==> config.mk <==
export PLATFORM = sky130hd
export DESIGN_NAME = chunked_message_deframer_unit
export DESIGN_NICKNAME = d
export VERILOG_FILES = /design/src/cmd_pkg.sv /design/src/cmd_core.sv /design/src/cmd_obuf.sv /design/src/chunked_message_deframer_unit.sv
export SDC_FILE = /design/constraint.sdc
export NUM_CORES = 1
export LEC_CHECK = 0
export BUFFER_PORTS_ARGS = -buffer_cell sky130_fd_sc_hd__buf_2
export CAP_MARGIN = 20
export CORE_MARGIN = 4
export CORE_UTILIZATION = 58
export DETAILED_ROUTE_END_ITERATION = 7
export PLACE_DENSITY = 0.8
export SYNTH_ARGS = -nofsm -noshare
export SYNTH_HDL_FRONTEND = slang
export SYNTH_SLANG_ARGS = --single-unit
==> constraint.sdc <==
create_clock -name clk -period 4.1 [get_ports clk]
set_input_delay 0.205 -clock clk [delete_from_list [all_inputs] [get_ports clk]]
set_output_delay 0.205 -clock clk [all_outputs]
set_load 0.05 [all_outputs]
==> src/cmd_pkg.sv <==
package cmd_pkg;

  // message length counter width
  localparam int unsigned LENGTH_BITS = 24;
  localparam int unsigned CHUNK_BITS  = 16;
  localparam int unsigned MSG_LEN_W   = 24;
  localparam int unsigned OUT_DATA_W  = 40;

  typedef enum logic [1:0] {
    KIND_DATA = 2'd0,
    KIND_EOM  = 2'd1,
    KIND_ERR  = 2'd2
  } kind_t;

  typedef enum logic [1:0] {
    ERR_NONE = 2'd0,
    ERR_LINK = 2'd1,
    ERR_BIG  = 2'd2
  } err_code_t;

  typedef struct packed {
    kind_t                  kind;
    logic [7:0]             data_byte;
    logic [MSG_LEN_W-1:0]   message_length;
    err_code_t              error_code;
  } result_t;

endpackage

==> src/cmd_core.sv <==
module cmd_core (
  input  logic            clk,
  input  logic            rst,
  input  logic            take,
  input  logic [7:0]      rx_byte,
  input  logic            link_fault,
  output logic            res_valid,
  output cmd_pkg::result_t res
);
  import cmd_pkg::*;

  typedef enum logic [1:0] {
    PH_HIGH = 2'd0,
    PH_LOW  = 2'd1,
    PH_PAY  = 2'd2
  } phase_t;

  phase_t                  phase, phase_next;
  logic [7:0]              header_high, header_high_next;
  logic [CHUNK_BITS-1:0]   bytes_left, bytes_left_next;
  logic [LENGTH_BITS-1:0]  length_so_far, length_so_far_next;
  err_code_t               sticky_error, sticky_error_next;

  logic [CHUNK_BITS-1:0]   chunk;
  logic [LENGTH_BITS:0]    len_sum;

  assign chunk   = {header_high, rx_byte};
  // carry out of the sum means the bound is passed
  assign len_sum = {1'b0, length_so_far} + (LENGTH_BITS + 1)'(chunk);

  always_comb begin
    phase_next         = phase;
    header_high_next   = header_high;
    bytes_left_next    = bytes_left;
    length_so_far_next = length_so_far;
    sticky_error_next  = sticky_error;
    res_valid          = 1'b0;
    res                = '0;
    res.kind           = KIND_DATA;
    res.error_code     = ERR_NONE;
    if (sticky_error != ERR_NONE) begin
      res_valid      = 1'b1;
      res.kind       = KIND_ERR;
      res.error_code = sticky_error;
    end else if (link_fault) begin
      sticky_error_next = ERR_LINK;
      res_valid         = 1'b1;
      res.kind          = KIND_ERR;
      res.error_code    = ERR_LINK;
    end else begin
      case (phase)
        PH_LOW: begin
          if (chunk == '0) begin
            length_so_far_next = '0;
            phase_next         = PH_HIGH;
            res_valid          = 1'b1;
            res.kind           = KIND_EOM;
            res.message_length = MSG_LEN_W'(length_so_far);
          end else if (len_sum[LENGTH_BITS]) begin
            sticky_error_next = ERR_BIG;
            res_valid         = 1'b1;
            res.kind          = KIND_ERR;
            res.error_code    = ERR_BIG;
          end else begin
            bytes_left_next = chunk;
            phase_next      = PH_PAY;
          end
        end
        PH_PAY: begin
          length_so_far_next = length_so_far + LENGTH_BITS'(1);
          bytes_left_next    = bytes_left - CHUNK_BITS'(1);
          if (bytes_left == CHUNK_BITS'(1)) begin
            phase_next = PH_HIGH;
          end
          res_valid     = 1'b1;
          res.kind      = KIND_DATA;
          res.data_byte = rx_byte;
        end
        default: begin
          header_high_next = rx_byte;
          phase_next       = PH_LOW;
        end
      endcase
    end
  end

  always_ff @(posedge clk) begin
    if (rst) begin
      phase         <= PH_HIGH;
      header_high   <= '0;
      bytes_left    <= '0;
      length_so_far <= '0;
      sticky_error  <= ERR_NONE;
    end else if (take) begin
      phase         <= phase_next;
      header_high   <= header_high_next;
      bytes_left    <= bytes_left_next;
      length_so_far <= length_so_far_next;
      sticky_error  <= sticky_error_next;
    end
  end

endmodule

==> src/cmd_obuf.sv <==
module cmd_obuf (
  input  logic             clk,
  input  logic             rst,
  input  logic             load,
  input  cmd_pkg::result_t din,
  output logic             room,
  output logic             out_valid,
  input  logic             out_ready,
  output cmd_pkg::result_t dout
);
  import cmd_pkg::*;

  result_t held;

  // a new result may enter when the register is empty or drains this cycle
  assign room      = !out_valid || out_ready;
  assign dout      = held;

  always_ff @(posedge clk) begin
    if (rst) begin
      out_valid <= 1'b0;
    end else if (load) begin
      out_valid <= 1'b1;
    end else if (out_ready) begin
      out_valid <= 1'b0;
    end
  end

  always_ff @(posedge clk) begin
    if (load) begin
      held <= din;
    end
  end

endmodule

==> src/chunked_message_deframer_unit.sv <==
// Chunk deframer: takes one received byte per transfer on the slave side and strips the
// 2-byte big-endian chunk headers, passing payload bytes on; a zero header ends the message
// and yields an end-of-message result with the total payload length, and a link fault or a
// message past 2^24-1 bytes gives a sticky error result for every later transfer until
// reset. Each taken byte's result is loaded into the output register at the accepting edge,
// so it shows on the master side in the next cycle; header bytes give no output unless they
// end the message or hit an error. While a result waits there and the master side is not
// ready, the slave side is held off, header bytes included; a new byte enters in the cycle
// the result drains, so throughput is one byte per cycle while the master side keeps up.
module chunked_message_deframer_unit (
  input  logic        clk,
  input  logic        rst,
  input  logic        s_axis_tvalid,
  output logic        s_axis_tready,
  input  logic [7:0]  s_axis_tdata,   // rx_byte
  input  logic        s_axis_tuser,   // link_fault
  output logic        m_axis_tvalid,
  input  logic        m_axis_tready,
  output logic [cmd_pkg::OUT_DATA_W-1:0] m_axis_tdata, // data_byte, message_length, error_code
  output logic [1:0]  m_axis_tuser    // kind
);
  import cmd_pkg::*;

  logic    take;
  logic    res_valid;
  logic    room;
  result_t res;
  result_t out_res;

  assign s_axis_tready = room;
  assign take          = s_axis_tvalid && room;

  cmd_core u_core (
    .clk        (clk),
    .rst        (rst),
    .take       (take),
    .rx_byte    (s_axis_tdata),
    .link_fault (s_axis_tuser),
    .res_valid  (res_valid),
    .res        (res)
  );

  cmd_obuf u_obuf (
    .clk       (clk),
    .rst       (rst),
    .load      (take && res_valid),
    .din       (res),
    .room      (room),
    .out_valid (m_axis_tvalid),
    .out_ready (m_axis_tready),
    .dout      (out_res)
  );

  assign m_axis_tuser = out_res.kind;
  assign m_axis_tdata = {
    (OUT_DATA_W - MSG_LEN_W - 10)'(0),
    out_res.error_code,
    out_res.message_length,
    out_res.data_byte
  };

endmodule
# Word level (Yosys, flattened, before mapping)
# Cells that the tools add are included.
[totals]
output_inout_bits = 44
in_bits = 13
ff_bits = 89
[op_classes]
n_mux = 27
add_sub_neg = 3
reduce_logical = 20
n_bitwise = 6
eq_ne = 9
[ops]
columns = ["cell", "n"]
rows = [
  ["one-hot mux 24 bit (2 select lines)", 1],
  ["two-way mux 16 bit", 2],
  ["one-hot mux 16 bit (2 select lines)", 1],
  ["two-way mux 2 bit", 14],
  ["adder 24 x 16 -> 25 bit", 1],
  ["adder 24 x 1 -> 24 bit, second input constant", 1],
  ["two-way mux 24 bit", 1],
  ["equality test 16 x 1 -> 1 bit, second input constant", 1],
  ["zero test 16 bit", 1],
  ["subtractor 16 x 1 -> 16 bit, second input constant", 1],
  ["AND reduction 5 bit", 3],
  ["nonzero test 2 bit", 5],
  ["two-way mux 1 bit", 6],
  ["inequality test 2 bit, second input constant", 3],
  ["NOT 1 bit", 6],
  ["AND reduction 6 bit", 1],
  ["OR reduction 3 bit", 2],
  ["inequality test 2 x 1 -> 1 bit, second input constant", 2],
  ["one-hot mux 2 bit (2 select lines)", 1],
  ["AND reduction 4 bit", 1],
  ["OR reduction 2 bit", 2],
  ["OR reduction 4 bit", 1],
  ["inequality test 3 bit, second input constant", 1],
  ["equality test 2 x 1 -> 1 bit, second input constant", 1],
  ["5 further kinds", 6],
]

# Logic depth before layout (Yosys ltp)
[depth]
depth_word = 8
ltp_mapped = 11
depth_no_buf = 9

# Modules after synthesis
# From an unflattened synthesis, not the netlist that was laid out.
[hier_totals]
hier_cells = 465
hier_area_um2 = 4672.0
[modules_own_cells]
columns = ["module", "n_inst", "seq_area_each_um2", "area_per_inst_um2", "cells_per_inst"]
rows = [
  ["cmd_core", 1, 1041.0, 3483.3, 416],
  ["cmd_obuf", 1, 1101.1, 1127.3, 40],
  ["chunked_message_deframer_unit", 1, 0.0, 61.3, 9],
]

# Worst setup path after synthesis
# OpenSTA, ideal clock, no wires.
[synth_path]
path_type = "register to register"
from = "register u_core.phase[0]"
to = "register u_obuf.held, in the netlist u_obuf.dout[0], enable pin"
t_required_ns = 3.659
setup_time_ns = 0.441
synth_period_minus_slack_ns = 3.742
arrival_ns = 3.301
path_slack_ns = 0.358
stages_incl_launch_ff = 8
cell_sequence = "dfxtp_1 inv_1 ha_1 clkbuf_1 buf_1 clkbuf_1 o21ai_0 a21oi_1"
[synth_via]
elab_chain_cells = 5
word_cells_on_any_way = 6
cone_classes = "eq/ne: 2; mux: 3; reduce/logical: 1"
[synth_rtl]
columns = ["element", "line_no", "source"]
rows = [
  ["start, declared", "cmd_core.sv:18", "phase_t phase, phase_next;"],
  ["start signal, assigned", "cmd_core.sv:95", "phase <= phase_next;"],
  ["equality test 2 bit or equality test 2 x 1 -> 1 bit (tied branches)", "cmd_core.sv:51", "case (phase)"],
  ["one-hot mux 1 bit (2 select lines) (*)", "cmd_core.sv:51", ""],
  ["two-way mux 1 bit (*)", "cmd_core.sv:45", "end else if (link_fault) begin"],
  ["two-way mux 1 bit (*)", "cmd_core.sv:41", "if (sticky_error != ERR_NONE) begin"],
  ["logical AND 1 bit (*)", "chunked_message_deframer_unit.sv:46", ".load (take && res_valid),"],
  ["net u_obuf.load", "cmd_obuf.sv:4", "input logic load,"],
  ["end signal, assigned", "cmd_obuf.sv:31", "held <= din;"],
  ["end, declared", "cmd_obuf.sv:13", "result_t held;"],
]
# The timed path passes the listed nets; every way through them passes the cells marked *.
# A chain may end at the register's enable or synchronous reset.

# Final worst setup path
[layout_path]
from = "register u_core.length_so_far[14]"
to = "register u_core.bytes_left[8]"
[layout_via]
elab_chain_cells = 3
[layout_rtl]
columns = ["element", "line_no", "source"]
rows = [
  ["start, declared", "cmd_core.sv:21", "logic [LENGTH_BITS-1:0] length_so_far, length_so_far_next;"],
  ["start signal, assigned", "cmd_core.sv:98", "length_so_far <= length_so_far_next;"],
  ["adder 24 x 16 -> 25 bit", "cmd_core.sv:29", "assign len_sum = {1'b0, length_so_far} + (LENGTH_BITS + 1)'(chunk);"],
  ["inequality test 2 bit (no source line)", "n/a", ""],
  ["AND reduction 6 bit (no source line)", "n/a", ""],
  ["end signal, assigned", "cmd_core.sv:97", "bytes_left <= bytes_left_next;"],
  ["end, declared", "cmd_core.sv:20", "logic [CHUNK_BITS-1:0] bytes_left, bytes_left_next;"],
]
# Every way passes these cells.

==> summary.txt <==
Critical path
  • CP Launch Type: register
  • Worst EP required: 4.36 ns
  • Crit. End Element: register
  • Slowest-stage cell, CP: o21ai_2
  • Max incr delay on CP: 0.53 ns
  • Arr. time, crit path: 3.11 ns
  • Reg2reg path depth: 9
  • Crit-path cells: ha_1 -> nand4_1 -> nor3_1 -> o21ai_0 -> o21a_1 -> o21ai_2 -> buf_4 -> o21ba_2 -> o221a_2
  • Worst-path fanout max: 18
  • Setup CP Type: register to register

Synth
  • Number of flops mapped to enable cells by yosys: 36
  • Most used DFF post-synth: dfxtp_1
  • Most instantiated cells after synthesis: dfxtp_1 (53), nor2_1 (49), nand2_1 (44)
  • Synth Register Bits: 89
  • Largest area contributor in the netlist: edfxtp_1
  • Most instantiated library cell after synthesis: dfxtp_1
  • Post-synth ARST share: 0%
  • Cell variety after synth: 58
  • Mapped Area: 4440 um2
  • Mapped Cells: 458
  • Top cell type's share of synthesized area: 24.3%
  • Synth area leaders: edfxtp_1 (24%), dfxtp_1 (24%), ha_1 (5.6%), nor2_1 (4.1%), a21oi_1 (3.7%)
  • Syn. warnings: 0
  • Avg Inst Size Synth: 9.70 um2
  • Register area share after synthesis: 48.2%

Final layout
  • Ratio of cells with drive above 1 in the final layout: 17.6%
  • Nets@finish: 539
  • Fin cells: 610
  • Area growth, synth to finish: 11.8%
  • Ant. Diodes: 0
  • Final Core Density: 67.8%

Clock tree
  • Max H-tree Level: 3
  • CTS tree: built
  • Postcts setup bufs: 0
  • Clk sinks: 89
  • CTS root buffer: clkbuf_8
  • Clock Path Buffers: 2
  • Post-CTS Hold Fix Bufs: 0
  • Clock transition at path regs: 0.09 ns
  • Post-CTS sizing: 0
  • Clock Latency Late Sink: 0.37 ns
  • CTS buffer count: 9

Die
  • Die height: 95.5 um
  • Die W: 95.5 um
  • Row count: 31
  • DIE AREA: 9130 um2
  • Initial core utilization: 60.6%
  • Core region area: 7330 um2
  • I/O pin cnt: 57

Timing
  • Fmax: 351 MHz
  • RSZ-0062 raised after global routing: false
  • Clock Skews: 0.0104 ns
  • Worst setup margin: 1.25 ns
  • # setup viols final: 0
  • Fin crit period: 2.85 ns
  • Relative slew margins: 47.8%
  • Setup TNS: 0 ns
  • Final hold vios: 0
  • Slew @ Worst Pin: 0.784 ns
  • Slew Viols, Final: 0
  • Period utilisation layout: 69.6%

Job
  • Max_cap viols: 0

Placement
  • Count of input and output buffers: 50
  • Placer Congestion: 0.856
  • Post-DP HPWL: 7010 um
  • Placed insts: 594
  • Setup WS pre-CTS: 1.30 ns

Power
  • Logic gate share of total power: 12.0%
  • Worst vdd ir: 0.160 mV
  • Switching portion of total power: 28.3%
  • Final Power: 1.79 mW
  • Leakage Power: 2.06 nW
  • Sw power: 0.508 mW
  • Power Density: 361 nW/um2
  • Internal Power: 1.29 mW
  • Clk pwr share: 34.4%
  • Seq pwr share: 53.5%

Global route
  • Number of global-route vias before repair: 3466
  • Antenna violations before repair: 0
  • Total Routing Usage GR: 23.2%
  • Total gr overflow: 0
  • First-pass GRT wire length: 16400 um
  • Largest net degree at the start of global routing: 37

Detailed routing
  • Routed Antenna Nets: 0
  • DR DRC count: 0
  • Initial DRC Count: 208
  • Routed via count: 3586
  • Routed len/inst: 16.1 um
  • Vias per cell: 5.88
  • Total Wirelength: 9850 um
  • Drt first pass iters: 4

Min path
  • Cell depth of the worst hold path: 3
  • Worst Hold Class: input port to register

Run status
  • Status: finished clean
==> through the flow <==
stage | cell area, um2 | hold WS [ns]
floorplan | 4460 | 0.349
global placement | 4770 | 0.455
detailed placement | 4770 | 0.464
CTS | 4970 | 0.156
global route | 4970 | 0.163
finish | 4970 | 0.165
==> cell type report <==
type	instances	area, um2
Fill cell	557	2360
Clock inverter	7	76.3
Inverter	12	45.0
Timing Repair Buffer	56	295
Sequential cell	89	2140
Tap cell	99	124
Clock buffer	9	124
Multi-Input combinational cell	338	2160
==> cell families after synthesis <==
family / count (synthesis) / share of synthesized area, %
flops: 89 / 48.2
other cells: 1 / 0.0844
simple gates: 201 / 23.6
xor+xnor: 18 / 3.55
mux: 10 / 2.25
fa+ha+maj: 20 / 5.63
buf+inv: 36 / 3.91
compound gates: 83 / 12.8
==> metal layers <==
metal | track usage (%) | part of all wire, % | vias to the layer above
li1 | - | - | 1749
met1 | 29.3 | 42 | 1728
met2 | 39.4 | 51 | 97
met3 | 5.05 | 5.6 | 12
met4 | 7.23 | 0.80 | 0
met5 | 0 | 0 | -
==> registers in the layout (all words and copies together) (netlist names) <==
signal and flops:
u_obuf.dout 36, u_core.length_so_far 24, u_core.bytes_left 16, u_core.header_high 8, u_core.phase 2, u_core.sticky_error 2, u_obuf.out_valid 1
==> worst max-delay path: cells and delay by family, from the launching register on <==
family                   cells  cell delay (ns)
AND/OR/NAND/NOR              2             0.41
AO/OA/AOI/OAI                5             1.32
flip-flops                   1             0.35
adder cells (fa/ha/maj)      1             0.33
buffers and inverters        1             0.33
==> worst paths after layout <==
| check | startpoint | end | slack [ns] |
|---|---|---|---|
| worst min-delay path | s_axis_tvalid | u_obuf.out_valid | 0.16 |
| worst max-delay path | u_core.length_so_far[14] | u_core.bytes_left[8] | 1.25 |
| worst max register to register | u_core.length_so_far[14] | u_core.bytes_left[8] | 1.25 |
| worst min register to register | u_core.bytes_left[11] | u_core.bytes_left[11] | 0.47 |
==> power by group through the flow <==
| stage | logic [mW] | clock network [mW] | registers, mW |
|---|---|---|---|
| after CTS | 0.216 | 0.624 | 0.960 |
| final | 0.216 | 0.618 | 0.960 |
| after floorplan | 0.100 | 0 | 1.04 |
| after detailed placement | 0.215 | 0 | 0.980 |
| after global placement | 0.212 | 0 | 0.979 |
| after global routing | 0.233 | 0.665 | 0.963 |
==> cells in the final DEF (no fill, tap or decap), drive strengths merged, types with 3 or more instances in the layout <==
| cell type | netlist | final |
|---|---|---|
| o31ai | 3 | 3 |
| nand2 | 44 | 44 |
| a31oi | 4 | 4 |
| edfxtp | 36 | 36 |
| and3 | 14 | 14 |
| and2 | 26 | 26 |
| nor4 | 10 | 10 |
| inv | 11 | 14 |
| o32ai | 11 | 11 |
| dfxtp | 53 | 53 |
| nand4 | 11 | 11 |
| nor2 | 51 | 51 |
| mux2i | 10 | 10 |
| or3 | 4 | 4 |
| a21oi | 33 | 33 |
| o22a | 3 | 3 |
| xor2 | 13 | 13 |
| conb | 1 | 6 |
| o21ai | 7 | 7 |
| nand2b | 4 | 4 |
| nor3 | 19 | 19 |
| clkbuf | 11 | 9 |
| ha | 20 | 20 |
| buf | 13 | 56 |
| xnor2 | 5 | 5 |
| nand3 | 11 | 11 |
(Power assumes the default switching activity.)
